`src/hdl/assert_macros.svh`:
```
// Assertion macros used by the clipper back end.
// Needs a clock named clk and an active-low reset named rst_n in scope.
`ifndef ASSERT_MACROS_SVH
`define ASSERT_MACROS_SVH
`ifndef ASSERT_OFF
`define RHPC_ASSERT(lbl, expr) \
  lbl: assert property (@(posedge clk) disable iff (!rst_n) (expr)) \
    else $error("assertion failed");
`define RHPC_ASSERT_IMP(lbl, ante, cons) \
  lbl: assert property (@(posedge clk) disable iff (!rst_n) (ante) |-> (cons)) \
    else $error("implication failed");
`else
`define RHPC_ASSERT(lbl, expr)
`define RHPC_ASSERT_IMP(lbl, ante, cons)
`endif
`endif

```
`src/hdl/rhpc_pkg.sv`:
```
// Shared widths, codes and types of the rectangle half-plane clipper.
// No dependencies; the interface, RTL and bench files use this package.
package rhpc_pkg;

  localparam int COORD_W       = 32;
  localparam int DIR_FRAC_BITS = 14;
  localparam int DIR_W         = DIR_FRAC_BITS + 2;
  localparam int DIFF_W        = COORD_W + 1;
  localparam int DIRN_W        = DIR_W + 1;
  localparam int PROD_W        = DIFF_W + DIRN_W;
  localparam int CROSS_W       = PROD_W + 1;
  localparam int CFG_DATA_W    = (COORD_W > DIR_W) ? COORD_W : DIR_W;
  localparam int CFG_IDX_W     = 3;

  // Divider retires DIV_RADIX quotient bits per cycle.
  localparam int DIV_RADIX = 8;
  localparam int DIV_STEPS = (COORD_W + 1 + DIV_RADIX - 1) / DIV_RADIX;
  localparam int QUO_W     = DIV_STEPS * DIV_RADIX;
  localparam int DIV_CNT_W = $clog2(DIV_STEPS + 1);

  // Two emission slots per corner: the corner itself, then its edge crossing.
  localparam int NSLOT  = 8;
  localparam int SLOT_W = 3;

  localparam logic [1:0] CLS_FULL    = 2'd0;
  localparam logic [1:0] CLS_EMPTY   = 2'd1;
  localparam logic [1:0] CLS_PARTIAL = 2'd2;

  localparam logic [CFG_IDX_W-1:0] REG_CENTER_X = 3'd0;
  localparam logic [CFG_IDX_W-1:0] REG_CENTER_Y = 3'd1;
  localparam logic [CFG_IDX_W-1:0] REG_DIR_X    = 3'd2;
  localparam logic [CFG_IDX_W-1:0] REG_DIR_Y    = 3'd3;

  typedef logic signed [COORD_W-1:0] coord_t;
  typedef logic signed [DIR_W-1:0]   dir_t;
  typedef logic signed [DIRN_W-1:0]  dirn_t;
  typedef logic signed [CROSS_W-1:0] cross_t;

  typedef struct packed {
    coord_t cx;
    coord_t cy;
    dir_t   dx;
    dir_t   dy;
  } cfg_t;

  typedef struct packed {
    logic [1:0]       cls;
    logic [NSLOT-1:0] mask;
    coord_t           x1;
    coord_t           y1;
    coord_t           x2;
    coord_t           y2;
    dirn_t            dxn;
    dirn_t            dyn;
    cross_t [3:0]     cr;
  } entry_t;

endpackage

```
`src/hdl/rhpc_chan_if.sv`:
```


interface rhpc_out_if;
  logic                                valid;
  logic                                ready;
  logic [1:0]                          region_class;
  logic signed [rhpc_pkg::COORD_W-1:0] vertex_x;
  logic signed [rhpc_pkg::COORD_W-1:0] vertex_y;
  logic                                last_vertex;
  modport source (output valid, region_class, vertex_x, vertex_y, last_vertex,
                  input ready);
  modport sink (input valid, region_class, vertex_x, vertex_y, last_vertex,
                output ready);
endinterface

```
`src/hdl/rhpc_back.sv`:
```
// Back end: walks the emission slots of one rectangle, runs the crossing
// divider and drives the registered vertex output. Depends on rhpc_pkg,
// rhpc_out_if and assert_macros.svh.
`include "assert_macros.svh"
module rhpc_back (
  input  logic             clk,
  input  logic             rst_n,
  input  logic             pop_valid,
  output logic             pop,
  input  rhpc_pkg::entry_t pop_data,
  rhpc_out_if.source       out_ch
);
  import rhpc_pkg::*;

  localparam logic [1:0] PH_IDLE = 2'd0;
  localparam logic [1:0] PH_RUN  = 2'd1;
  localparam logic [1:0] PH_FIN  = 2'd2;
  localparam logic [1:0] PH_DONE = 2'd3;

  entry_t           ent_r;
  logic             busy_r;
  logic [NSLOT-1:0] mask_r, slot_oh;
  logic [SLOT_W-1:0] slot;
  logic [1:0]       ci;
  logic             last, vrdy, out_free, emit;
  coord_t           px, py, vx, vy;

  logic [1:0]           dv_ph_r;
  logic [DIV_CNT_W-1:0] dv_cnt_r;
  logic [DIRN_W-1:0]    dv_rem_r, dv_dm_r;
  logic [QUO_W-1:0]     dv_num_r, dv_q_r;
  logic                 dv_neg_r;
  coord_t               dv_res_r;

  cross_t            st_c;
  dirn_t             st_d;
  logic [CROSS_W-1:0] st_nm;
  logic [DIRN_W-1:0] st_dm, st_rem;
  logic [QUO_W-1:0]  st_num, st_q;
  logic [DIRN_W:0]   st_t;
  logic              st_rnd;
  coord_t            st_qm, st_res;

  logic             out_valid_r, out_last_r;
  logic [1:0]       out_cls_r;
  coord_t           out_x_r, out_y_r;

  always_comb begin
    slot = '0;
    for (int k = NSLOT - 1; k >= 0; k--) begin
      if (mask_r[k]) slot = SLOT_W'(k);
    end
    slot_oh  = NSLOT'(1) << slot;
    ci       = slot[2:1];
    last     = (mask_r & ~slot_oh) == '0;
    px       = (ci == 2'd0 || ci == 2'd3) ? ent_r.x1 : ent_r.x2;
    py       = ci[1] ? ent_r.y2 : ent_r.y1;
    vrdy     = !slot[0] || (dv_ph_r == PH_DONE);
    out_free = !out_valid_r || out_ch.ready;
    emit     = busy_r && vrdy && out_free;
    pop      = pop_valid && (!busy_r || (emit && last));
  end

  // Horizontal edges divide by dy, vertical edges by -dx.
  always_comb begin
    st_c  = ent_r.cr[ci];
    st_d  = ci[0] ? -ent_r.dxn : ent_r.dyn;
    st_nm = st_c[CROSS_W-1] ? CROSS_W'(-st_c) : CROSS_W'(st_c);
    st_dm = st_d[DIRN_W-1] ? DIRN_W'(-st_d) : DIRN_W'(st_d);
    st_rem = dv_rem_r;
    st_num = dv_num_r;
    st_q   = dv_q_r;
    st_t   = '0;
    for (int k = 0; k < DIV_RADIX; k++) begin
      st_t   = {st_rem, st_num[QUO_W-1]};
      st_num = st_num << 1;
      if (st_t >= {1'b0, dv_dm_r}) begin
        st_t = st_t - {1'b0, dv_dm_r};
        st_q = {st_q[QUO_W-2:0], 1'b1};
      end else begin
        st_q = {st_q[QUO_W-2:0], 1'b0};
      end
      st_rem = st_t[DIRN_W-1:0];
    end
    // Round half away from zero on the magnitude, then apply the sign.
    st_rnd = {dv_rem_r, 1'b0} >= {1'b0, dv_dm_r};
    st_qm  = dv_q_r[COORD_W-1:0] + COORD_W'(st_rnd);
    st_res = dv_neg_r ? -st_qm : st_qm;
  end

  always_comb begin
    vx = px;
    vy = py;
    if (slot[0]) begin
      if (!ci[0]) vx = px + dv_res_r;
      else        vy = py + dv_res_r;
    end
    if (ent_r.cls != CLS_PARTIAL) begin
      vx = '0;
      vy = '0;
    end
  end

  always_ff @(posedge clk) begin
    if (!rst_n) begin
      busy_r  <= 1'b0;
      mask_r  <= '0;
      dv_ph_r <= PH_IDLE;
    end else begin
      if (pop) begin
        busy_r <= 1'b1;
        mask_r <= pop_data.mask;
      end else if (emit) begin
        mask_r <= mask_r & ~slot_oh;
        if (last) busy_r <= 1'b0;
      end
      unique case (dv_ph_r)
        PH_IDLE: if (busy_r && slot[0]) dv_ph_r <= PH_RUN;
        PH_RUN:  if (dv_cnt_r == '0) dv_ph_r <= PH_FIN;
        PH_FIN:  dv_ph_r <= PH_DONE;
        PH_DONE: if (emit) dv_ph_r <= PH_IDLE;
        default: dv_ph_r <= PH_IDLE;
      endcase
    end
  end

  always_ff @(posedge clk) begin
    if (pop) ent_r <= pop_data;
    if (dv_ph_r == PH_IDLE) begin
      dv_cnt_r <= DIV_CNT_W'(DIV_STEPS - 1);
      dv_rem_r <= DIRN_W'(st_nm >> QUO_W);
      dv_num_r <= st_nm[QUO_W-1:0];
      dv_q_r   <= '0;
      dv_dm_r  <= st_dm;
      dv_neg_r <= st_c[CROSS_W-1] ^ st_d[DIRN_W-1];
    end else if (dv_ph_r == PH_RUN) begin
      dv_cnt_r <= dv_cnt_r - DIV_CNT_W'(1);
      dv_rem_r <= st_rem;
      dv_num_r <= st_num;
      dv_q_r   <= st_q;
    end else if (dv_ph_r == PH_FIN) begin
      dv_res_r <= st_res;
    end
  end

  always_ff @(posedge clk) begin
    if (!rst_n) begin
      out_valid_r <= 1'b0;
    end else if (emit) begin
      out_valid_r <= 1'b1;
    end else if (out_ch.ready) begin
      out_valid_r <= 1'b0;
    end
  end

  always_ff @(posedge clk) begin
    if (emit) begin
      out_cls_r  <= ent_r.cls;
      out_x_r    <= vx;
      out_y_r    <= vy;
      out_last_r <= last;
    end
  end

  assign out_ch.valid        = out_valid_r;
  assign out_ch.region_class = out_cls_r;
  assign out_ch.vertex_x     = out_x_r;
  assign out_ch.vertex_y     = out_y_r;
  assign out_ch.last_vertex  = out_last_r;

  `RHPC_ASSERT_IMP(a_div_on_cross, dv_ph_r != PH_IDLE, busy_r && slot[0])
  `RHPC_ASSERT_IMP(a_busy_has_slot, busy_r, mask_r != '0)
  `RHPC_ASSERT_IMP(a_whole_single, emit && ent_r.cls != CLS_PARTIAL, last)
  `RHPC_ASSERT_IMP(a_fin_after_run, dv_ph_r == PH_FIN, $past(dv_ph_r) == PH_RUN)

endmodule

```
`src/flat_wrapper.sv`:
```
// flat-port wrapper written by rule: the top's interface ports become plain ports
module rhpc_back_flat import rhpc_pkg::*;
  (clk, rst_n, pop_valid, pop, pop_data, out_ch_valid, out_ch_region_class, out_ch_vertex_x, out_ch_vertex_y, out_ch_last_vertex, out_ch_ready);
  rhpc_out_if out_ch_i ();
  input  logic clk;
  input  logic rst_n;
  input  logic pop_valid;
  output logic pop;
  input  rhpc_pkg::entry_t pop_data;
  output wire logic [$bits(out_ch_i.valid)-1:0] out_ch_valid;
  output wire logic [$bits(out_ch_i.region_class)-1:0] out_ch_region_class;
  output wire logic [$bits(out_ch_i.vertex_x)-1:0] out_ch_vertex_x;
  output wire logic [$bits(out_ch_i.vertex_y)-1:0] out_ch_vertex_y;
  output wire logic [$bits(out_ch_i.last_vertex)-1:0] out_ch_last_vertex;
  input wire logic [$bits(out_ch_i.ready)-1:0] out_ch_ready;
  assign out_ch_valid = out_ch_i.valid;
  assign out_ch_region_class = out_ch_i.region_class;
  assign out_ch_vertex_x = out_ch_i.vertex_x;
  assign out_ch_vertex_y = out_ch_i.vertex_y;
  assign out_ch_last_vertex = out_ch_i.last_vertex;
  assign out_ch_i.ready = out_ch_ready;
  rhpc_back u_core (.clk(clk), .rst_n(rst_n), .pop_valid(pop_valid), .pop(pop), .pop_data(pop_data), .out_ch(out_ch_i));
endmodule
```
`config.mk`:
```
export PLATFORM = sky130hd
export DESIGN_NAME = rhpc_back_flat
export DESIGN_NICKNAME = d
export VERILOG_FILES = /design/src/hdl/rhpc_pkg.sv /design/src/hdl/rhpc_chan_if.sv /design/src/hdl/rhpc_back.sv /design/src/flat_wrapper.sv
export VERILOG_INCLUDE_DIRS = /design/src /design/src/hdl
export SDC_FILE = /design/constraint.sdc
export NUM_CORES = 1
export LEC_CHECK = 0
export BUFFER_PORTS_ARGS = -buffer_cell sky130_fd_sc_hd__buf_2
export CORE_MARGIN = 5
export CORE_UTILIZATION = 45
export CTS_BUF_LIST = sky130_fd_sc_hd__clkbuf_4 sky130_fd_sc_hd__clkbuf_8
export DETAILED_ROUTE_END_ITERATION = 8
export HOLD_SLACK_MARGIN = 0.1
export PLACE_DENSITY = 0.72
export SYNTH_ARGS = -nofsm -noshare
export SYNTH_HDL_FRONTEND = slang
export SYNTH_SLANG_ARGS = --single-unit
```
`constraint.sdc`:
```
create_clock -name clk -period 24.6 [get_ports clk]
set_clock_uncertainty 0.05 [all_clocks]
set_input_delay 4.92 -clock clk [delete_from_list [all_inputs] [get_ports clk]]
set_output_delay 4.92 -clock clk [all_outputs]
set_load 0.03 [all_outputs]
```
==> metrics.md, run 1 <==
| Metric | Value |
|---|---|
| Post-DR vias/cell | `5.64` |
| Max-slew violations | `0` |
| CP Capture Type | `flop` |
| IO Pins | `449` |
| Synth area leaders | `edfxtp_1 44%, ha_1 7.2%, nand2_1 5.3%` |
| Hold buffers post-CTS | `0` |
| Placed cell areas | `40500 um^2` |
| Rel. slew slack | `29.2%` |
| Routed wire per std cell | `20.1 um` |
| Syn avg cell area | `10.0 um^2` |
| Post-synthesis cell type count | `92` |
| CTS clk-pin slew, worst paths | `0.07 ns` |
| Post-DP HPWL | `80.7 mm` |
| DRC Markers | `0` |
| DRT antenna net count | `0` |
| Seq cells post-synth | `589` |
| Via count | `30000` |
| Skew-Pair Late Insertion Delay | `0.75 ns` |
| Sequential fraction of the synthesis area | `46.9%` |
| Clock buffer depth | `3` |
| Non-Filler Instances | `5323` |
| Placed instance count | `5139` |
| Fin area | `42500 um^2` |
| Post-synth EDFFs | `536` |
| Arrival time at the worst endpoint | `23.38 ns` |
| Clk sink count | `589` |
| Clock Tree Root | `clkbuf_8` |
| Vias in the first global route | `28800` |
| Req. time, crit path | `25.01 ns` |
| Final Hold Vio Count | `0` |
| Status | `finished, final reports clean` |
| Fmax | `43.5 MHz` |
| GRT Total Usage | `23.5%` |
| DRT Pass-1 Iters | `5` |
| Hold Crit Class | `flop to flop` |
| Final period util | `93.4%` |
| Setup Buffers After CTS | `0` |
| H-tree levels | `3` |
| Post-layout min period | `22.98 ns` |
| Site row count | `104` |
| Port bufs | `448` |
| WHS | `0.429 ns` |
| Leading register cell type out of synthesis | `edfxtp_1` |
| Synth area leader | `edfxtp_1` |
| Total Die Area | `87100 um^2` |
| Max incr delay on CP | `0.62 ns` |
| First-pass GRT wire length | `162 mm` |
| Largest net degree at the start of global routing | `92` |
| Cells after Synth | `3657` |
| Clock buffer count from CTS | `97` |
| Resize count post-CTS | `0` |
| Initial antenna violation count | `13` |
| CTS tree | `built` |
| WL final | `107 mm` |
| Async S/R FF share, synth | `0%` |
| Final setup viols | `0` |
| Die Y | `295 um` |
| Initial drt markers | `2535` |
| Netlist Area Pre-Place | `36600 um^2` |
| Die width | `295 um` |
| Synth Warn # | `0` |
| Slowest cell on the critical path | `a21boi_0` |
| GR Overflow Total | `0` |
| Synthesized Nets | `4257` |
| Layout cells sized above 1 | `20.0%` |
| Area share of the largest cell type after synthesis | `44.0%` |
| Core area | `80500 um^2` |
| RePlAce Congestion | `0.949` |
| Worst Path Max Fanout | `24` |
| RSZ-0062 raised after global routing | `no` |
| Area Growth Syn to Fin | `16.2%` |
| Crit Path Class | `flop to flop` |
| # nets final | `4778` |
| Slew @ Worst Pin | `1.06 ns` |
| Setup_tns | `0 ns` |
| Starting density of the core | `45.4%` |
| MaxCap Viol Count | `0` |
| CP Launch Type | `flop` |
[area by class of cell]
type	instances	area [um^2]
repair buffers	559	3090
multi-input cells	2793	18400
clock buffers	123	1530
clock inverters	54	407
flip-flops and latches	589	17200
diodes	7	17.5
inverters	138	518
well taps	1060	1330
fillers	7149	38100
[worst max-delay path: cells and delay by family (launching register included)]
kind	cells	cell delay [ns]
fa+ha+maj	8	3.08
mux	4	1.24
flops	1	0.32
simple gates	26	5.08
compound gates	45	11.09
buf+inv	10	1.78
[logic make-up after synthesis]
family	Yosys count	share of synthesized area, %
simple gates	1274	16.0
compound gates	863	15.2
flops	589	46.9
xor+xnor	291	6.97
buf+inv	275	2.90
fa+ha+maj	221	7.76
mux	144	4.20
[path summary, 6_finish.rpt]
check / start / endpoint / cells past startpoint / slack [ns]
max: u_core.dv_dm_r[11] / u_core.dv_rem_r[8] / 93 / 1.62
min: u_core.dv_cnt_r[1] / u_core.dv_cnt_r[1] / 2 / 0.43
min reg2reg: u_core.dv_cnt_r[1] / u_core.dv_cnt_r[1] / 2 / 0.43
max reg2reg: u_core.dv_dm_r[11] / u_core.dv_rem_r[8] / 93 / 1.62
[cells in the mapped netlist (56+ instances only)]
| cell | count |
|---|---|
| a31oi_1 | 62 |
| mux2_2 | 73 |
| ha_1 | 210 |
| nor2_1 | 288 |
| o21ai_0 | 197 |
| clkbuf_1 | 103 |
| nand3_1 | 75 |
| edfxtp_1 | 536 |
| nor3_1 | 70 |
| inv_1 | 135 |
| mux2i_1 | 70 |
| and3_1 | 56 |
| nand2_1 | 519 |
| xor2_1 | 113 |
| a21oi_1 | 250 |
| xnor2_1 | 178 |
[cells in the final DEF, fill, tap and decap left out, types with 48 or more instances in the layout]
cell type,n
edfxtp_1,536
nand2_1,518
buf_2,448
nor2_1,286
a21oi_1,250
ha_1,207
o21ai_0,197
xnor2_1,178
inv_1,133
xor2_1,113
buf_4,110
clkbuf_8,97
nand3_1,74
mux2_2,73
mux2i_1,69
nor3_1,68
a31oi_1,62
a211oi_1,55
and3_1,55
dfxtp_1,53
a21o_1,49
nand2b_1,48
[through the flow]
| step | worst slack [ns] | utilization [%] |
|---|---|---|
| global placement | 2.71 | 50.3 |
| detailed placement | 2.20 | 50.3 |
| floorplan | 2.08 | - |
| global route | 0.0279 | 52.7 |
| finish | 1.62 | 52.7 |
| CTS | 2.07 | 52.7 |
[per-layer routing]
layer | wire, um | GRT usage [%]
met4 | 3760 | 8.01
met2 | 49700 | 38.3
met3 | 8010 | 4.20
met5 | 55 | 0
met1 | 45600 | 31.9
[sequential cells by signal, summed over array words and instances (netlist names), 2 cells and up]
register,cells
u_core.dv_num_r,40
u_core.dv_dm_r,17
u_core.dv_ph_r,2
u_core.dv_rem_r,17
u_core.dv_q_r,32
u_core.dv_cnt_r,3
u_core.dv_res_r,32
u_core.out_ch.vertex_y,32
u_core.out_ch.region_class,2
u_core.out_ch.vertex_x,32
u_core.mask_r,8
u_core.ent_r,368
Power of run 1 is not shown: default switching activity piles up to over one toggle a cycle in this logic, so the estimate is an artifact.
==> inputs of run 2 (changes only) <==
--- a/config.mk
+++ b/config.mk
@@ -6,7 +6,8 @@
 export SDC_FILE = /design/constraint.sdc
 export NUM_CORES = 1
 export LEC_CHECK = 0
-export BUFFER_PORTS_ARGS = -buffer_cell sky130_fd_sc_hd__buf_2
+export ABC_AREA = 1
+export BUFFER_PORTS_ARGS = -buffer_cell sky130_fd_sc_hd__clkbuf_2
 export CORE_MARGIN = 5
 export CORE_UTILIZATION = 45
 export CTS_BUF_LIST = sky130_fd_sc_hd__clkbuf_4 sky130_fd_sc_hd__clkbuf_8
==> metrics.md, run 2 <==
| Metric | Value |
|---|---|
| Slowest cell on the critical path | `edfxtp_1` |
| Synth Warn # | `0 (unchanged)` |
| H-tree levels | `3 (unchanged)` |
| Hold Path Depth | `0 (-2)` |
| Setup Buffers After CTS | `0 (unchanged)` |
| Rel. slew slack | `20.0% (-9.2 points)` |
| Worst Path Max Fanout | `29 (+21%)` |
| CP delay by family, top | `compound AO/OA/AOI/OAI gates` |
| IO Pins | `449 (unchanged)` |
| MaxCap Viol Count | `0 (unchanged)` |
| Max-slew violations | `0 (unchanged)` |
| Most common cell on crit path | `nand2_1` |
| Synth area leader | `edfxtp_1` |
| Hold buffers post-CTS | `0 (unchanged)` |
| CP Launch Type | `flop` |
| Req. time, crit path | `25.01 ns (about the same)` |
| WL final | `104 mm (-3.1%)` |
| Hold Crit Class | `flop to flop` |
| Die Y | `295 um (about the same)` |
| Final period util | `84.1% (-9.3 points)` |
| Multi-input logic area | `16800 um^2 (-9.0%)` |
| Post-synthesis cell type count | `70 (-24%)` |
| Clock buffer depth | `3 (unchanged)` |
| Final Hold Vio Count | `0 (unchanged)` |
| Clock buffer count from CTS | `97 (unchanged)` |
| Hold path start | `u_core.ent_r[375]` |
| Hold path endpoint | `u_core.out_ch.region_class[1]` |
| Synthesized Nets | `4748 (+12%)` |
| Largest net degree at the start of global routing | `145 (+58%)` |
| Total Die Area | `87000 um^2 (about the same)` |
| Site row count | `104 (unchanged)` |
| Starting density of the core | `45.4% (about the same)` |
| RSZ-0062 raised after global routing | `no` |
| Crit Path Class | `flop to flop` |
| Clock Tree Root | `clkbuf_8` |
| GRT Total Usage | `22.7% (-0.75 points)` |
| Vias in the first global route | `28600 (-0.56%)` |
| Via count | `30100 (+0.12%)` |
| First-pass GRT wire length | `157 mm (-3.3%)` |
| Reg2reg start | `u_core.dv_dm_r[1]` |
| DRC Markers | `0 (unchanged)` |
| Skew-Pair Late Insertion Delay | `0.73 ns (-0.02 ns)` |
| Routed wire per std cell | `18.0 um (-10%)` |
| GR Overflow Total | `0 (unchanged)` |
| Top Registers | `u_core.ent_r (368), u_core.dv_num_r (40)` |
| RePlAce Congestion | `0.973 (+2.5%)` |
| Post-DP HPWL | `79.5 mm (-1.5%)` |
| Leading register cell type out of synthesis | `edfxtp_1` |
| Largest register FFs | `368 (unchanged)` |
| CP Buf/Inv Count | `17 (+7)` |
| Top cells by count, synth | `848 x nand2_1, 536 x edfxtp_1, 534 x inv_1, 316 x a21oi_1, 315 x o21ai_0` |
| Resize count post-CTS | `0 (unchanged)` |
| DRT antenna net count | `0 (unchanged)` |
| CTS clk-pin slew, worst paths | `0.07 ns (about the same)` |
| Cell depth of the worst flop-to-flop path | `107 (+15%)` |
| Status | `finished, final reports clean` |
| Seq cells post-synth | `589 (unchanged)` |
| Register area | `17200 um^2 (unchanged)` |
| Layout cells sized above 1 | `17.2% (-2.8 points)` |
| FF-to-FF End | `u_core.dv_rem_r[1]` |
| Core area | `80500 um^2 (unchanged)` |
| Reg2Reg Setup Slack | `3.91 ns (+2.28 ns)` |
| Die width | `295 um (about the same)` |
| Area Growth Syn to Fin | `14.7%` |
| Netlist Area Pre-Place | `36500 um^2 (about the same)` |
| Setup_tns | `0 ns (unchanged)` |
| Top reg by flops | `u_core.ent_r` |
| Area share of the largest cell type after synthesis | `44.1% (about the same)` |
| Worst setup margin | `3.91 ns (+2.28 ns)` |
| Synth area leaders | `edfxtp_1 44%, nand2_1 8.7%, ha_1 7.2%` |
| Sequential fraction of the synthesis area | `47.0% (about the same)` |
| Filler Cells Inserted | `7421 (+3.8%)` |
| Initial drt markers | `2076 (-18%)` |
| Async S/R FF share, synth | `0% (unchanged)` |
| Max incr delay on CP | `0.66 ns (+0.04 ns)` |
| Port bufs | `448 (unchanged)` |
| Post-synth EDFFs | `536 (unchanged)` |
| Clk sink count | `589 (unchanged)` |
| # nets final | `5216 (+9.2%)` |
| Count leader, synth | `nand2_1` |
| Arrival time at the worst endpoint | `21.10 ns (-2.28 ns)` |
| Initial antenna violation count | `4 (-9)` |
| Post-DR vias/cell | `5.22 (-7.4%)` |
| Slew @ Worst Pin | `1.20 ns (+0.137 ns)` |
| Post-layout min period | `20.69 ns (-2.28 ns)` |
| Most common cell after layout, fill and taps aside | `nand2_1` |
| Syn avg cell area | `8.81 um^2 (-12%)` |
| Dpl ws | `4.10 ns (+1.90 ns)` |
| Most frequent cells in the layout | `847 x nand2_1, 536 x edfxtp_1, 531 x inv_1, 448 x clkbuf_2` |
| DRT Pass-1 Iters | `5 (unchanged)` |
| Fmax | `48.3 MHz (+11%)` |
| CTS tree | `built` |
| CP Capture Type | `flop` |
| Final setup viols | `0 (unchanged)` |
| Cells after Synth | `4148 (+13%)` |
## run 2: cell types whose count changed after synthesis, moves of 41 or more
| cell | before | now |
|---|---|---|
| a21oi_1 | 250 | 316 |
| nand2_1 | 519 | 848 |
| xor2_1 | 113 | 165 |
| or2_2 | 19 | 72 |
| inv_1 | 135 | 534 |
| mux2i_1 | 70 | 4 |
| and3_1 | 56 | 3 |
| nor2b_1 | 41 | 0 |
| nand3_1 | 75 | 127 |
| o21ai_0 | 197 | 315 |
| xnor2_1 | 178 | 97 |
| a211oi_1 | 55 | 11 |
| mux2_2 | 73 | 18 |
| nand2b_1 | 49 | 1 |
## run 2: cells by family after synthesis
kind of cell / Yosys count / share of synthesized area (%)
simple gates: 1513 / 17.7
compound gates: 878 / 13.5
buf+inv: 664 / 7.21
flops: 589 / 47.0
xor+xnor: 262 / 6.28
fa+ha+maj: 220 / 7.74
mux: 22 / 0.664
## run 2: how the worst max path moves through the flow
stage | startpoint | endpoint | depth (start not counted)
6_report | u_core.dv_dm_r[1] | u_core.dv_rem_r[1] | 107
5_1_grt | u_core.dv_dm_r[1] | u_core.dv_rem_r[1] | 103
4_1_cts | u_core.dv_dm_r[1] | u_core.dv_rem_r[1] | 107
3_5_place_dp | u_core.dv_dm_r[1] | u_core.dv_rem_r[1] | 107
3_3_place_gp | u_core.dv_dm_r[1] | u_core.dv_rem_r[1] | 107
2_1_floorplan | out_ch_ready | pop | 6
## run 2: area by class of cell
type / count / share of cell area (%)
diodes: 3 / 0.0179
clock inverters: 42 / 0.953
well taps: 1060 / 3.17
inverters: 554 / 5.00
repair buffers: 479 / 5.91
clock buffers: 136 / 3.96
multi-input cells: 2895 / 40.0
flip-flops and latches: 589 / 41.0
## run 2: layer usage
layer / up-vias / GRT usage [%] / routed length (um)
met4: 2 / 6.55 / 2830
met5: - / 0 / 8
met3: 185 / 3.73 / 7170
li1: 15000 / - / -
met1: 13900 / 30.3 / 44400
met2: 990 / 38.7 / 49400
## run 2: stage by stage
stage	area [um^2]	instances	hold WS, ns	utilization, %
finish	41900	5758	0.409	52.0
global route	41900	5757	0.419	52.0
CTS	41900	5755	0.410	52.0
detailed placement	39800	5577	0.396	49.4
global placement	39800	5577	0.388	49.4
floorplan	36500	4148	0.376	-
Power of run 2 is left out for the same reason.
