==> config.mk <==
export PLATFORM = sky130hd
export DESIGN_NAME = rhpc_fifo
export DESIGN_NICKNAME = d
export VERILOG_FILES = /design/src/hdl/assert_macros.svh /design/src/hdl/rhpc_pkg.sv /design/src/hdl/rhpc_fifo.sv
export SDC_FILE = /design/constraint.sdc
export NUM_CORES = 1
export LEC_CHECK = 0
export BUFFER_PORTS_ARGS = -buffer_cell sky130_fd_sc_hd__buf_4
export CORE_AREA = 2 2 293 295
export CTS_CLUSTER_DIAMETER = 150
export DETAILED_ROUTE_END_ITERATION = 16
export DIE_AREA = 0 0 295 297
export PLACE_DENSITY = 0.53
export RECOVER_POWER = 100
export SYNTH_ARGS = -nofsm -noshare
export SYNTH_HDL_FRONTEND = slang
export SYNTH_SLANG_ARGS = --single-unit
==> constraint.sdc <==
create_clock -name clk -period 25.8 [get_ports clk]
set_input_delay 0 -clock clk [delete_from_list [all_inputs] [get_ports clk]]
set_output_delay 0 -clock clk [all_outputs]
set_load 0.005 [all_outputs]
==> src/hdl/assert_macros.svh <==
// Assertion macros used by the clipper back end.
// Needs a clock named clk and an active-low reset named rst_n in scope.
`ifndef ASSERT_MACROS_SVH
`define ASSERT_MACROS_SVH
`ifndef ASSERT_OFF
`define RHPC_ASSERT(lbl, expr) \
  lbl: assert property (@(posedge clk) disable iff (!rst_n) (expr)) \
    else $error("assertion failed");
`define RHPC_ASSERT_IMP(lbl, ante, cons) \
  lbl: assert property (@(posedge clk) disable iff (!rst_n) (ante) |-> (cons)) \
    else $error("implication failed");
`else
`define RHPC_ASSERT(lbl, expr)
`define RHPC_ASSERT_IMP(lbl, ante, cons)
`endif
`endif

==> src/hdl/rhpc_pkg.sv <==
// Shared widths, codes and types of the rectangle half-plane clipper.
// No dependencies; the interface, RTL and bench files use this package.
package rhpc_pkg;

  localparam int COORD_W       = 32;
  localparam int DIR_FRAC_BITS = 14;
  localparam int DIR_W         = DIR_FRAC_BITS + 2;
  localparam int DIFF_W        = COORD_W + 1;
  localparam int DIRN_W        = DIR_W + 1;
  localparam int PROD_W        = DIFF_W + DIRN_W;
  localparam int CROSS_W       = PROD_W + 1;
  localparam int CFG_DATA_W    = (COORD_W > DIR_W) ? COORD_W : DIR_W;
  localparam int CFG_IDX_W     = 3;

  // Divider retires DIV_RADIX quotient bits per cycle.
  localparam int DIV_RADIX = 8;
  localparam int DIV_STEPS = (COORD_W + 1 + DIV_RADIX - 1) / DIV_RADIX;
  localparam int QUO_W     = DIV_STEPS * DIV_RADIX;
  localparam int DIV_CNT_W = $clog2(DIV_STEPS + 1);

  // Two emission slots per corner: the corner itself, then its edge crossing.
  localparam int NSLOT  = 8;
  localparam int SLOT_W = 3;

  localparam logic [1:0] CLS_FULL    = 2'd0;
  localparam logic [1:0] CLS_EMPTY   = 2'd1;
  localparam logic [1:0] CLS_PARTIAL = 2'd2;

  localparam logic [CFG_IDX_W-1:0] REG_CENTER_X = 3'd0;
  localparam logic [CFG_IDX_W-1:0] REG_CENTER_Y = 3'd1;
  localparam logic [CFG_IDX_W-1:0] REG_DIR_X    = 3'd2;
  localparam logic [CFG_IDX_W-1:0] REG_DIR_Y    = 3'd3;

  typedef logic signed [COORD_W-1:0] coord_t;
  typedef logic signed [DIR_W-1:0]   dir_t;
  typedef logic signed [DIRN_W-1:0]  dirn_t;
  typedef logic signed [CROSS_W-1:0] cross_t;

  typedef struct packed {
    coord_t cx;
    coord_t cy;
    dir_t   dx;
    dir_t   dy;
  } cfg_t;

  typedef struct packed {
    logic [1:0]       cls;
    logic [NSLOT-1:0] mask;
    coord_t           x1;
    coord_t           y1;
    coord_t           x2;
    coord_t           y2;
    dirn_t            dxn;
    dirn_t            dyn;
    cross_t [3:0]     cr;
  } entry_t;

endpackage

==> src/hdl/rhpc_fifo.sv <==
// Two-entry queue of classified rectangles between front and back ends.
// Depends on rhpc_pkg for the entry type.
module rhpc_fifo (
  input  logic             clk,
  input  logic             rst_n,
  input  logic             push_valid,
  output logic             push_ready,
  input  rhpc_pkg::entry_t push_data,
  output logic             pop_valid,
  input  logic             pop,
  output rhpc_pkg::entry_t pop_data
);
  import rhpc_pkg::*;

  entry_t     mem_r [2];
  logic       wr_ptr_r, rd_ptr_r;
  logic [1:0] count_r;
  logic       push;

  assign push_ready = (count_r != 2'd2);
  assign pop_valid  = (count_r != 2'd0);
  assign push       = push_valid && push_ready;
  assign pop_data   = mem_r[rd_ptr_r];

  always_ff @(posedge clk) begin
    if (!rst_n) begin
      wr_ptr_r <= 1'b0;
      rd_ptr_r <= 1'b0;
      count_r  <= 2'd0;
    end else begin
      if (push) wr_ptr_r <= !wr_ptr_r;
      if (pop)  rd_ptr_r <= !rd_ptr_r;
      if (push && !pop)      count_r <= count_r + 2'd1;
      else if (pop && !push) count_r <= count_r - 2'd1;
    end
  end

  always_ff @(posedge clk) begin
    if (push) mem_r[wr_ptr_r] <= push_data;
  end

endmodule

==> results.ini, run 1 <==
[run_status]
status=finished with violations
violations=max-capacitance violations, max-slew violations

[synthesis]
syn-cell-area_um2=27600
synth_async_sr_flop_share_pct=0
synth_edf_count=752
muxShareOfSynthArea_pct=15.7
synth_common_cells=edfxtp_1 (752), mux2_2 (344), buf_6 (39)
synthCells=1194
synth-seq-cells=757
synth_top_area_share_pct=81.8
ys_top_cells_by_area=edfxtp_1 (82%), mux2_2 (14%), mux2_4 (1.6%)
synth_xor_area_share_pct=0.0951
netlist.top_cell.by_area=edfxtp_1
synthSimpleGateAreaFrac_pct=0.208
ys_seq_area_share_pct=82.1
synthFlopType=edfxtp_1
syn_nets=1575
synth_compound_area_share_pct=0.109
synthAdderAreaFrac_pct=0.0453
synth_most_common_cell=edfxtp_1
synth_top_family_by_area=multiplexers
yosysWarningCount=0
syn_avg_cell_area_um2=23.1
yosysUniqueCellTypes=20

[drt]
vias_per_cell=4.33
drt_iter0_drc=852
drc=0
drt-total-wl_mm=71.4
ant_nets=0
routed-via-count=15600
drt_pass1_iterations=4
wl_per_cell_um=19.9

[pwr]
p_sw_share_pct=23.1
ir_drop_mv=0.0537
p_seq_share_pct=49.6
combPwrFrac_pct=14.2
power-per-cell-area_nw_per_um2=78.5
switching_power_w=0.000716
p_clk_share_pct=36.2
p_int_w=0.00239
p_leak_nw=14.0

[timing]
relSlewSlack_pct=-417
rsz0062_at_grt=false
period_minus_slack_ps=11230
timing.final.crit_share_pct=43.5
worst_pin_slew_ps=7760
slew_viol_final=1157
finalWorstSetupSlack_ps=14570
setup_viol_count_final=0
finClkSkew_ps=17.5
fmax_mhz=89.0
fin_tns_setup_ps=0
finalHoldViolCount=0

[worst_setup_path]
crit_fanout=70
slowest_delay_ps=2970
path_cells=nand2b_1 > and3_1 > clkbuf_1 > clkbuf_1 > clkbuf_1
cpMostUsedCell=clkbuf_1
crit_path_start_kind=register
worstReg2RegStart=count_r[0]$_SDFFE_PN0P_
cp_data_required_time_ps=25950
critPathCaptureType=register
cp.arrival_ps=11390
crit_slowest_cell=clkbuf_1
crit_path_start=count_r[0]$_SDFFE_PN0P_
critPathKind=reg -> reg

[layout]
fin_cells=3592
area_growth_pct=43.3
drive_above_1_share_pct=36.9
fillers=7496
num-nets-final=2766

[grt]
grt_pass1_vias=17000
grt.met3_usage_pct=3.89
track_usage_pct=15.9
met1_usage_pct=17.1
grt_max_degree=137
grt_overflow=0
grtUsageMet2_pct=29.5
grt_pass1_wl_mm=105
antenna_found_initial=4
busiest_layer=met2

[clocking]
cts-root-buf=clkbuf_16
htree_num_levels=3
cts_tree=built
cts_buffers=81
hold_buffers=380
clock-sinks=757
clk_path_buf_depth=3
cts_setup_buffers=0
postCtsResizedCells=0
clk_latency_ps=620
path_clk_slew_ps=60

[worst_hold_path]
hp-start=push_data[6]
hold_path.class=in -> reg

[place]
pre_cts_slack_ps=21430
portBuffers=757
place.gp.congestion=0.791
dp_hpwl_mm=48.9
dp.cells=3066

[die]
die_area_um2=87600
chipWidth_um=295
coreArea_um2=84500
num_io_pins=758
rows=107
die_h_um=297
start_util_pct=32.7

[job]
maxCapViolations=16

-- sequential cells by signal (all words and copies together) (netlist names), named ones only --
register,cells
wr_ptr_r,1
mem_r,752
count_r,2
rd_ptr_r,1
-- kinds of logic after synthesis --
group / after synthesis
AO/OA/AOI/OAI: 4
XOR/XNOR: 3
adder cells (fa/ha/maj): 1
buffers and inverters: 44
flip-flops: 757
multiplexers: 376
AND/OR/NAND/NOR: 9
-- stage by stage --
stage	hold WS (ps)	area [um^2]	total power, W	util [%]
finish	124	39600	0.00310	46.8
CTS	42.8	40800	0.00318	48.3
floorplan	98.9	27600	0.00178	-
global route	89.3	39600	0.00323	46.8
global placement	185	34400	0.00199	40.7
detailed placement	188	34400	0.00199	40.7
-- power by group through the flow --
stage          clock [W]  sequential (W)  combinational (W)
5_1_grt          0.00120         0.00155           0.000476
3_3_place_gp           0         0.00155           0.000440
4_1_cts          0.00116         0.00152           0.000499
6_report         0.00112         0.00154           0.000440
2_1_floorplan          0         0.00159           0.000196
3_5_place_dp           0         0.00155           0.000444
-- per-layer routing --
layer / wire (um) / vias to the layer above
li1: - / 7190
met1: 25600 / 7748
met2: 38900 / 498
met3: 4650 / 129
met4: 2310 / 2
met5: 13 / -
-- worst max-delay path, delay by kind of cell, from the launching register on --
family	cells	cell delay [ps]
buf+inv	3	8070
flops	1	380
simple gates	2	2170
-- final cells by class --
cell class	instances	area, um^2	area share [%]
Antenna cell	3	7.51	0.0190
Clock buffer	98	2090	5.28
Clock inverter	45	469	1.19
Inverter	2	8.76	0.0221
Multi-Input combinational cell	393	4370	11.0
Sequential cell	757	22700	57.3
Tap cell	1144	1430	3.62
Timing Repair Buffer	1150	8510	21.5
-- final timing paths --
| check | to | slack [ps] | cells past startpoint |
|---|---|---|---|
| min | mem_r[0][6]$_DFFE_PP_ | 120 | 2 |
| max reg2reg | mem_r[1][134]$_DFFE_PP_ | 14570 | 5 |
| min reg2reg | count_r[1]$_SDFFE_PN0P_ | 530 | 2 |
| max | mem_r[1][134]$_DFFE_PP_ | 14570 | 5 |
-- placed cells by master (no fill, tap or decap), types with 2 or more instances in the layout --
master | netlist | final
clkinv_1 | 0 | 16
dfxtp_1 | 5 | 5
a21boi_0 | 2 | 2
mux2_2 | 344 | 303
buf_1 | 0 | 2
edfxtp_1 | 752 | 752
dlygate4sd3_1 | 0 | 380
diode_2 | 0 | 3
mux2_1 | 2 | 71
clkbuf_1 | 0 | 301
buf_4 | 0 | 77
clkbuf_16 | 0 | 81
clkinv_2 | 0 | 15
mux2_4 | 30 | 2
and2_0 | 0 | 3
xor2_1 | 2 | 2
inv_16 | 0 | 3
inv_6 | 0 | 2
bufinv_16 | 0 | 7
clkbuf_4 | 0 | 407
Power figures use the tool's default switching activity.
==> inputs of run 2 (changes only) <==
--- a/config.mk
+++ b/config.mk
@@ -6,10 +6,10 @@
 export NUM_CORES = 1
 export LEC_CHECK = 0
 export BUFFER_PORTS_ARGS = -buffer_cell sky130_fd_sc_hd__buf_4
-export CORE_AREA = 2 2 293 295
+export CORE_AREA = 2 2 295 297
 export CTS_CLUSTER_DIAMETER = 150
 export DETAILED_ROUTE_END_ITERATION = 16
-export DIE_AREA = 0 0 295 297
+export DIE_AREA = 0 0 297 299
 export PLACE_DENSITY = 0.53
 export RECOVER_POWER = 100
 export SYNTH_ARGS = -nofsm -noshare
==> constraint.sdc (replaced) <==
create_clock -name clk -period 11.5 [get_ports clk]
set_input_delay 0 -clock clk [delete_from_list [all_inputs] [get_ports clk]]
set_output_delay 0 -clock clk [all_outputs]
set_load 0.005 [all_outputs]
==> run 2 against run 1 <==
The run still ends with max-capacitance violations, max-slew violations left. Routed wire length rose by 1.4%. Clock skew increased by 18 ps. Utilization is 0.59 points lower. First-iteration DRC count is 2.5% higher. Critical endpoint is now mem_r[1][327]$_DFFE_PP_. Largest power group unchanged.
==> results.ini, run 2 (synthesized netlist as in run 1, its figures left out) <==
[place]
place.gp.congestion=0.805  ; was 0.791
portBuffers=757  ; unchanged
dp_hpwl_mm=49.7  ; was 48.9 mm
pre_cts_slack_ps=7750  ; was 21,430 ps
dp.cells=3077  ; was 3,066

[timing]
finalHoldViolCount=0  ; unchanged
period_minus_slack_ps=6650  ; was 11,230 ps
slew_viol_final=508  ; was 1,157
finClkSkew_ps=35.1  ; was 17.5 ps
worst_pin_slew_ps=3730  ; was 7760 ps
timing.final.crit_share_pct=57.8  ; was 43.5%
fin_tns_setup_ps=0  ; unchanged
finalWorstSetupSlack_ps=4850  ; was 14,570 ps
fmax_mhz=150  ; was 89.0 MHz
rsz0062_at_grt=false  ; unchanged
setup_viol_count_final=0  ; unchanged
relSlewSlack_pct=-149  ; was -417%

[job]
maxCapViolations=9  ; was 16

[layout]
final_cell_mix=edfxtp_1 (752), clkbuf_4 (419), dlygate4sd3_1 (380)  ; was edfxtp_1 (752), clkbuf_4 (407), dlygate4sd3_1 (380)
area_growth_pct=43.9  ; was 43.3%
top_regs=mem_r: 752 flops, count_r: 2 flops  ; unchanged
fin_cells=3612  ; was 3,592
regMostFlops=mem_r  ; unchanged
largest_reg_flops=752  ; unchanged
drive_above_1_share_pct=37.8  ; was 36.9%
final_common_cell=edfxtp_1  ; unchanged
num-nets-final=2768  ; was 2,766

[worst_hold_path]
hold_path.class=in -> reg  ; unchanged
whs_path_depth=2  ; unchanged

[die]
die_area_um2=88800  ; was 87,600 um^2
chipWidth_um=297  ; was 295 um
die_h_um=299  ; was 297 um
num_io_pins=758  ; unchanged
coreArea_um2=85900  ; was 84,500 um^2
rows=108  ; was 107
start_util_pct=32.1  ; was 32.7%

[grt]
antenna_found_initial=8  ; was 4
grt_pass1_vias=17300  ; was 17,000
grt_overflow=0  ; unchanged
grt_pass1_wl_mm=107  ; was 105 mm
track_usage_pct=15.9  ; about the same
grt_max_degree=149  ; was 137

[drt]
drt_pass1_iterations=6  ; was 4
drc=0  ; unchanged
drt_iter0_drc=873  ; was 852
drt-total-wl_mm=72.5  ; was 71.4 mm
ant_nets=0  ; unchanged
routed-via-count=15700  ; was 15,600
wl_per_cell_um=20.1  ; was 19.9 um
vias_per_cell=4.35  ; was 4.33

[clocking]
cts-root-buf=clkbuf_16  ; unchanged
postCtsResizedCells=0  ; unchanged
clk_path_buf_depth=3  ; unchanged
path_clk_slew_ps=60  ; about the same
cts_buffers=83  ; was 81
clock-sinks=757  ; unchanged
cts_tree=built  ; unchanged
clk_latency_ps=620  ; about the same
htree_num_levels=3  ; unchanged

[worst_setup_path]
crit_fanout=71  ; was 70
cp_data_required_time_ps=11720  ; was 25,950 ps
cp.arrival_ps=6870  ; was 11,390 ps
crit_path_start_kind=register  ; unchanged
critPathCaptureType=register  ; unchanged
reg2regPathDepth=4  ; was 5
critPathKind=reg -> reg  ; unchanged

[pwr]
ir_drop_mv=0.119  ; was 0.0537 mV
p_leak_nw=14.1  ; was 14.0 nW
power-per-cell-area_nw_per_um2=175  ; was 78.5 nW/um^2

[run_status]
violations=max-capacitance violations, max-slew violations  ; unchanged
status=finished with violations  ; unchanged

[run 2: cell types whose count changed in the layout (fill, tap and decap cells not counted), moves of 2 or more]
cell	delta
clkbuf_1	-23
clkinv_2	+2
clkinvlp_4	+2
diode_2	+2
clkinv_1	+6
bufinv_16	-2
buf_12	+2
buf_4	+5
clkbuf_4	+12
clkbuf_16	+4
[run 2: path summary, 6_finish.rpt]
path,startpoint,to,slack (ps)
max,count_r[0]$_SDFFE_PN0P_,mem_r[1][327]$_DFFE_PP_,4850
min,push_data[39],mem_r[1][39]$_DFFE_PP_,120
max reg2reg,count_r[0]$_SDFFE_PN0P_,mem_r[1][327]$_DFFE_PP_,4850
min reg2reg,count_r[1]$_SDFFE_PN0P_,count_r[1]$_SDFFE_PN0P_,520
[run 2: worst max-delay path, stage by stage, from the launching register on]
cell and delay [ps]:
dfxtp_1 380, nand2b_1 220, and3_1 2090, clkbuf_1 2360, buf_4 1030
[run 2: final cells by class]
class / count / area [um^2]
Timing Repair Buffer: 1150 / 8610
Sequential cell: 757 / 22700
Tap cell: 1155 / 1450
Antenna cell: 5 / 12.5
Multi-Input combinational cell: 393 / 4370
Inverter: 2 / 15.0
Clock buffer: 98 / 2180
Fill cell: 7662 / 46200
Clock inverter: 52 / 440
[run 2: stage by stage]
stage | hold WS [ps] | cell area [um^2] | utilization [%] | total power, W
after global placement | 185 | 34400 | 40.1 | 0.00446
after floorplan | 98.9 | 27600 | - | 0.00400
final | 120 | 39700 | 46.3 | 0.00696
after CTS | 42.4 | 40800 | 47.5 | 0.00717
after global routing | 89.0 | 39700 | 46.3 | 0.00725
after detailed placement | 188 | 34400 | 40.1 | 0.00448
[run 2: layer usage]
layer	GRT usage (%)	vias to the layer above	wire (um)
li1	-	7199	-
met1	17.1	7895	26400
met2	29.4	485	38900
met3	4.58	136	4640
met4	6.43	4	2540
met5	0	-	30
[run 2: power breakdown]
group	leakage [nW]	switching [W]	internal, W	total [W]
logic	5.74	0.000495	0.000496	0.000991
clock network	1.28	0.00107	0.00147	0.00255
registers	7.06	0.0000592	0.00336	0.00342
total	14.1	0.00163	0.00533	0.00696
[run 2: repair_timing]
action                                 in CTS  in global routing
endpoints found under the hold margin     757                  0
setup buffers                               0                  0
hold buffers                              380                  0
==> inputs of run 3 (changes only) <==
--- a/config.mk
+++ b/config.mk
@@ -5,11 +5,12 @@
 export SDC_FILE = /design/constraint.sdc
 export NUM_CORES = 1
 export LEC_CHECK = 0
+export ABC_AREA = 1
 export BUFFER_PORTS_ARGS = -buffer_cell sky130_fd_sc_hd__buf_4
-export CORE_AREA = 2 2 295 297
+export CORE_AREA = 2 2 299 301
 export CTS_CLUSTER_DIAMETER = 150
 export DETAILED_ROUTE_END_ITERATION = 16
-export DIE_AREA = 0 0 297 299
+export DIE_AREA = 0 0 301 303
 export PLACE_DENSITY = 0.53
 export RECOVER_POWER = 100
 export SYNTH_ARGS = -nofsm -noshare
==> constraint.sdc (replaced) <==
create_clock -name clk -period 6.48 [get_ports clk]
set_input_delay 0 -clock clk [delete_from_list [all_inputs] [get_ports clk]]
set_output_delay 0 -clock clk [all_outputs]
set_load 0.005 [all_outputs]
==> run 3 against run 2 <==
The flow still finishes with violations (max-capacitance violations, max-slew violations). Sequential power up 74%. Via count down 0.56%. Non-clock buffer count up 1. Routed wire length down 0.46%. Synthesized cell count up 1.0%. Sequential cell count unchanged. Critical endpoint is now mem_r[0][149]$_DFFE_PP_. First-iteration DRC count down 16%. Area after synthesis up 4.4%. Total power up 70%. Sequential share of layout area down 0.83 points. Die area up 2.7%. Utilization down 0.40 points.
==> results.ini, run 3 <==
[layout]
num-nets-final=2781  ; was 2,768
final_common_cell=edfxtp_1  ; unchanged
drive_above_1_share_pct=33.3  ; was 37.8%
final_cell_area_um2=40300  ; was 39,700 um^2
largest_reg_flops=752  ; unchanged
final_cell_mix=edfxtp_1 (752), dlygate4sd3_1 (380), buf_4 (350)  ; was edfxtp_1 (752), clkbuf_4 (419), dlygate4sd3_1 (380)
top_regs=mem_r: 752 flops, count_r: 2 flops  ; unchanged
area_growth_pct=39.9  ; was 43.9%
regMostFlops=mem_r  ; unchanged

[grt]
track_usage_pct=15.0  ; was 15.9%
grt_pass1_vias=17100  ; was 17,300
grt_pass1_wl_mm=103  ; was 107 mm
grt_max_degree=152  ; was 149
antenna_found_initial=6  ; was 8
grt_overflow=0  ; unchanged

[pwr]
switching_power_w=0.00268  ; was 0.00163 W
p_leak_nw=14.8  ; was 14.1 nW
combPwrFrac_pct=12.8  ; was 14.2%
p_int_w=0.00916  ; was 0.00533 W
power-per-cell-area_nw_per_um2=294  ; was 175 nW/um^2
p_seq_share_pct=50.1  ; was 49.2%
p_sw_share_pct=22.7  ; was 23.4%
ir_drop_mv=0.238  ; was 0.119 mV
p_clk_share_pct=37.0  ; was 36.6%

[drt]
routed-via-count=15600  ; was 15,700
ant_nets=0  ; unchanged
drc=0  ; unchanged
drt-total-wl_mm=72.1  ; was 72.5 mm
drt_pass1_iterations=5  ; was 6
vias_per_cell=4.30  ; was 4.35
wl_per_cell_um=19.9  ; was 20.1 um
drt_iter0_drc=736  ; was 873

[timing]
worst_pin_slew_ps=2390  ; was 3730 ps
rsz0062_at_grt=false  ; unchanged
finalHoldViolCount=0  ; unchanged
slew_viol_final=135  ; was 508
period_minus_slack_ps=4140  ; was 6650 ps
timing.final.crit_share_pct=63.9  ; was 57.8%
relSlewSlack_pct=-59.7  ; was -149%
finClkSkew_ps=17.8  ; was 35.1 ps
fin_tns_setup_ps=0  ; unchanged
setup_viol_count_final=0  ; unchanged
fmax_mhz=242  ; was 150 MHz

[worst_setup_path]
slowest_delay_ps=1740  ; was 2360 ps
crit_fanout=147  ; was 71
path_cells=inv_1 > nand2_1 > nand2_1 > nor2_1 > buf_12 > clkbuf_1  ; was nand2b_1 > and3_1 > clkbuf_1 > buf_4
crit_path_start_kind=register  ; unchanged
crit_slowest_cell=clkbuf_1  ; unchanged
critPathBufInv=3  ; was 2
critPathKind=reg -> reg  ; unchanged
cp_top_family=buffers and inverters  ; unchanged
cp_data_required_time_ps=6670  ; was 11,720 ps
critPathCaptureType=register  ; unchanged
cp.arrival_ps=4330  ; was 6870 ps
cpMostUsedCell=nand2_1

[clocking]
path_clk_slew_ps=60  ; about the same
cts_tree=built  ; unchanged
hold_buffers=380  ; unchanged
cts_buffers=83  ; unchanged
htree_num_levels=3  ; unchanged
cts_setup_buffers=0  ; unchanged
clk_latency_ps=630  ; was 620 ps
postCtsResizedCells=0  ; unchanged
cts-root-buf=clkbuf_16  ; unchanged
clk_path_buf_depth=3  ; unchanged
clock-sinks=757  ; unchanged

[synthesis]
synthCells=1206  ; was 1,194
synth_top_area_share_pct=78.3  ; was 81.8%
syn_nets=1587  ; was 1,575
syn_avg_cell_area_um2=23.9  ; was 23.1 um^2
netlist.top_cell.by_area=edfxtp_1  ; unchanged
synth_async_sr_flop_share_pct=0  ; unchanged
ys_seq_area_share_pct=78.7  ; was 82.1%
yosysUniqueCellTypes=15  ; was 20
yosysWarningCount=0  ; unchanged
synth_common_cells=edfxtp_1 (752), mux2_4 (340), mux2_2 (36)  ; was edfxtp_1 (752), mux2_2 (344), buf_6 (39)
synth_edf_count=752  ; unchanged
synth-seq-cells=757  ; unchanged
ys_top_cells_by_area=edfxtp_1 (78%), mux2_4 (18%), mux2_2 (1.4%)  ; was edfxtp_1 (82%), mux2_2 (14%), mux2_4 (1.6%)
synth_most_common_cell=edfxtp_1  ; unchanged
syn-cell-area_um2=28800  ; was 27,600 um^2
synthFlopType=edfxtp_1  ; unchanged

[die]
die_h_um=303  ; was 299 um
coreArea_um2=88000  ; was 85,900 um^2
num_io_pins=758  ; unchanged
start_util_pct=32.8  ; was 32.1%
chipWidth_um=301  ; was 297 um
die_area_um2=91200  ; was 88,800 um^2
rows=109  ; was 108

[place]
dp_hpwl_mm=48.6  ; was 49.7 mm
place.gp.congestion=0.753  ; was 0.805
portBuffers=757  ; unchanged
postPlaceCellArea_um2=35700  ; was 34,400 um^2

[run_status]
violations=max-capacitance violations, max-slew violations  ; unchanged
status=finished with violations  ; unchanged

[job]
maxCapViolations=4  ; was 9

[worst_hold_path]
hold_path.class=in -> reg  ; unchanged

-- run 3: cell types whose count changed in the layout (fill, tap and decap cells not counted), moves of 9 or more --
cell,change
mux2_2,-269
buf_4,+268
nand2_1,+9
clkbuf_4,-108
mux2_1,+264
clkbuf_1,-156
-- run 3: cells by family (layout without fill, tap and decap cells) --
group	after synthesis	count (layout)	synth area share, %
compound gates	3	3	0.0521
fa+ha+maj	1	1	0.0434
buf+inv	50	1307	1.85
flops	757	757	78.7
mux	376	376	19.1
other cells	0	5	0
simple gates	19	19	0.260
-- run 3: power by group through the flow --
stage	sequential (W)	clock [W]	combinational, W
after floorplan	0.00610	0	0.000776
after global placement	0.00604	0	0.00161
after detailed placement	0.00606	0	0.00162
after CTS	0.00596	0.00453	0.00183
after global routing	0.00597	0.00473	0.00164
final	0.00594	0.00439	0.00152
-- run 3: worst paths after layout --
kind	depth (start not counted)	slack [ps]	to	from
hold / removal	2	120	mem_r[1][84]$_DFFE_PP_	push_data[84]
hold reg to reg	2	510	register	rd_ptr_r$_SDFFE_PN0P_
setup reg to reg	6	2340	mem_r[0][149]$_DFFE_PP_	count_r[0]$_SDFFE_PN0P_
setup / recovery	6	2340	mem_r[0][149]$_DFFE_PP_	count_r[0]$_SDFFE_PN0P_
-- run 3: worst reg2reg max path, cell delays in order (launching register included) --
cell,delay [ps]
dfxtp_1,330
inv_1,90
nand2_1,100
nand2_1,110
nor2_1,690
buf_12,570
clkbuf_1,1790
-- run 3: cell type report --
cell class,count,area (um^2)
Fill cell,7856,47600
Sequential cell,757,22700
Timing Repair Buffer,1151,9280
Multi-Input combinational cell,399,4370
Clock buffer,105,2200
Tap cell,1165,1460
Clock inverter,43,307
Inverter,8,30.0
Antenna cell,5,12.5
-- run 3: stage by stage --
stage / util (%) / power, W / hold WS (ps) / std cells / setup slack (ps)
after global placement: 40.6 / 0.00765 / 184 / 3100 / 3940
after floorplan: - / 0.00687 / 98.9 / 1206 / -23.8
final: 45.9 / 0.0118 / 120 / 3633 / 2340
after detailed placement: 40.6 / 0.00768 / 188 / 3100 / 3910
after global routing: 45.9 / 0.0123 / 87.2 / 3632 / 1890
after CTS: 47.7 / 0.0123 / 39.2 / 3628 / 3460
-- run 3: metal layers --
| layer | up-vias | global-route usage (%) | wire [um] | part of all wire [%] |
|---|---|---|---|---|
| met3 | 128 | 5.02 | 5500 | 7.6 |
| met4 | 2 | 5.46 | 2230 | 3.1 |
| li1 | 7217 | - | - | - |
| met1 | 7742 | 16.1 | 26000 | 36 |
| met5 | - | 0 | 16 | 0.022 |
| met2 | 542 | 27.6 | 38400 | 53 |
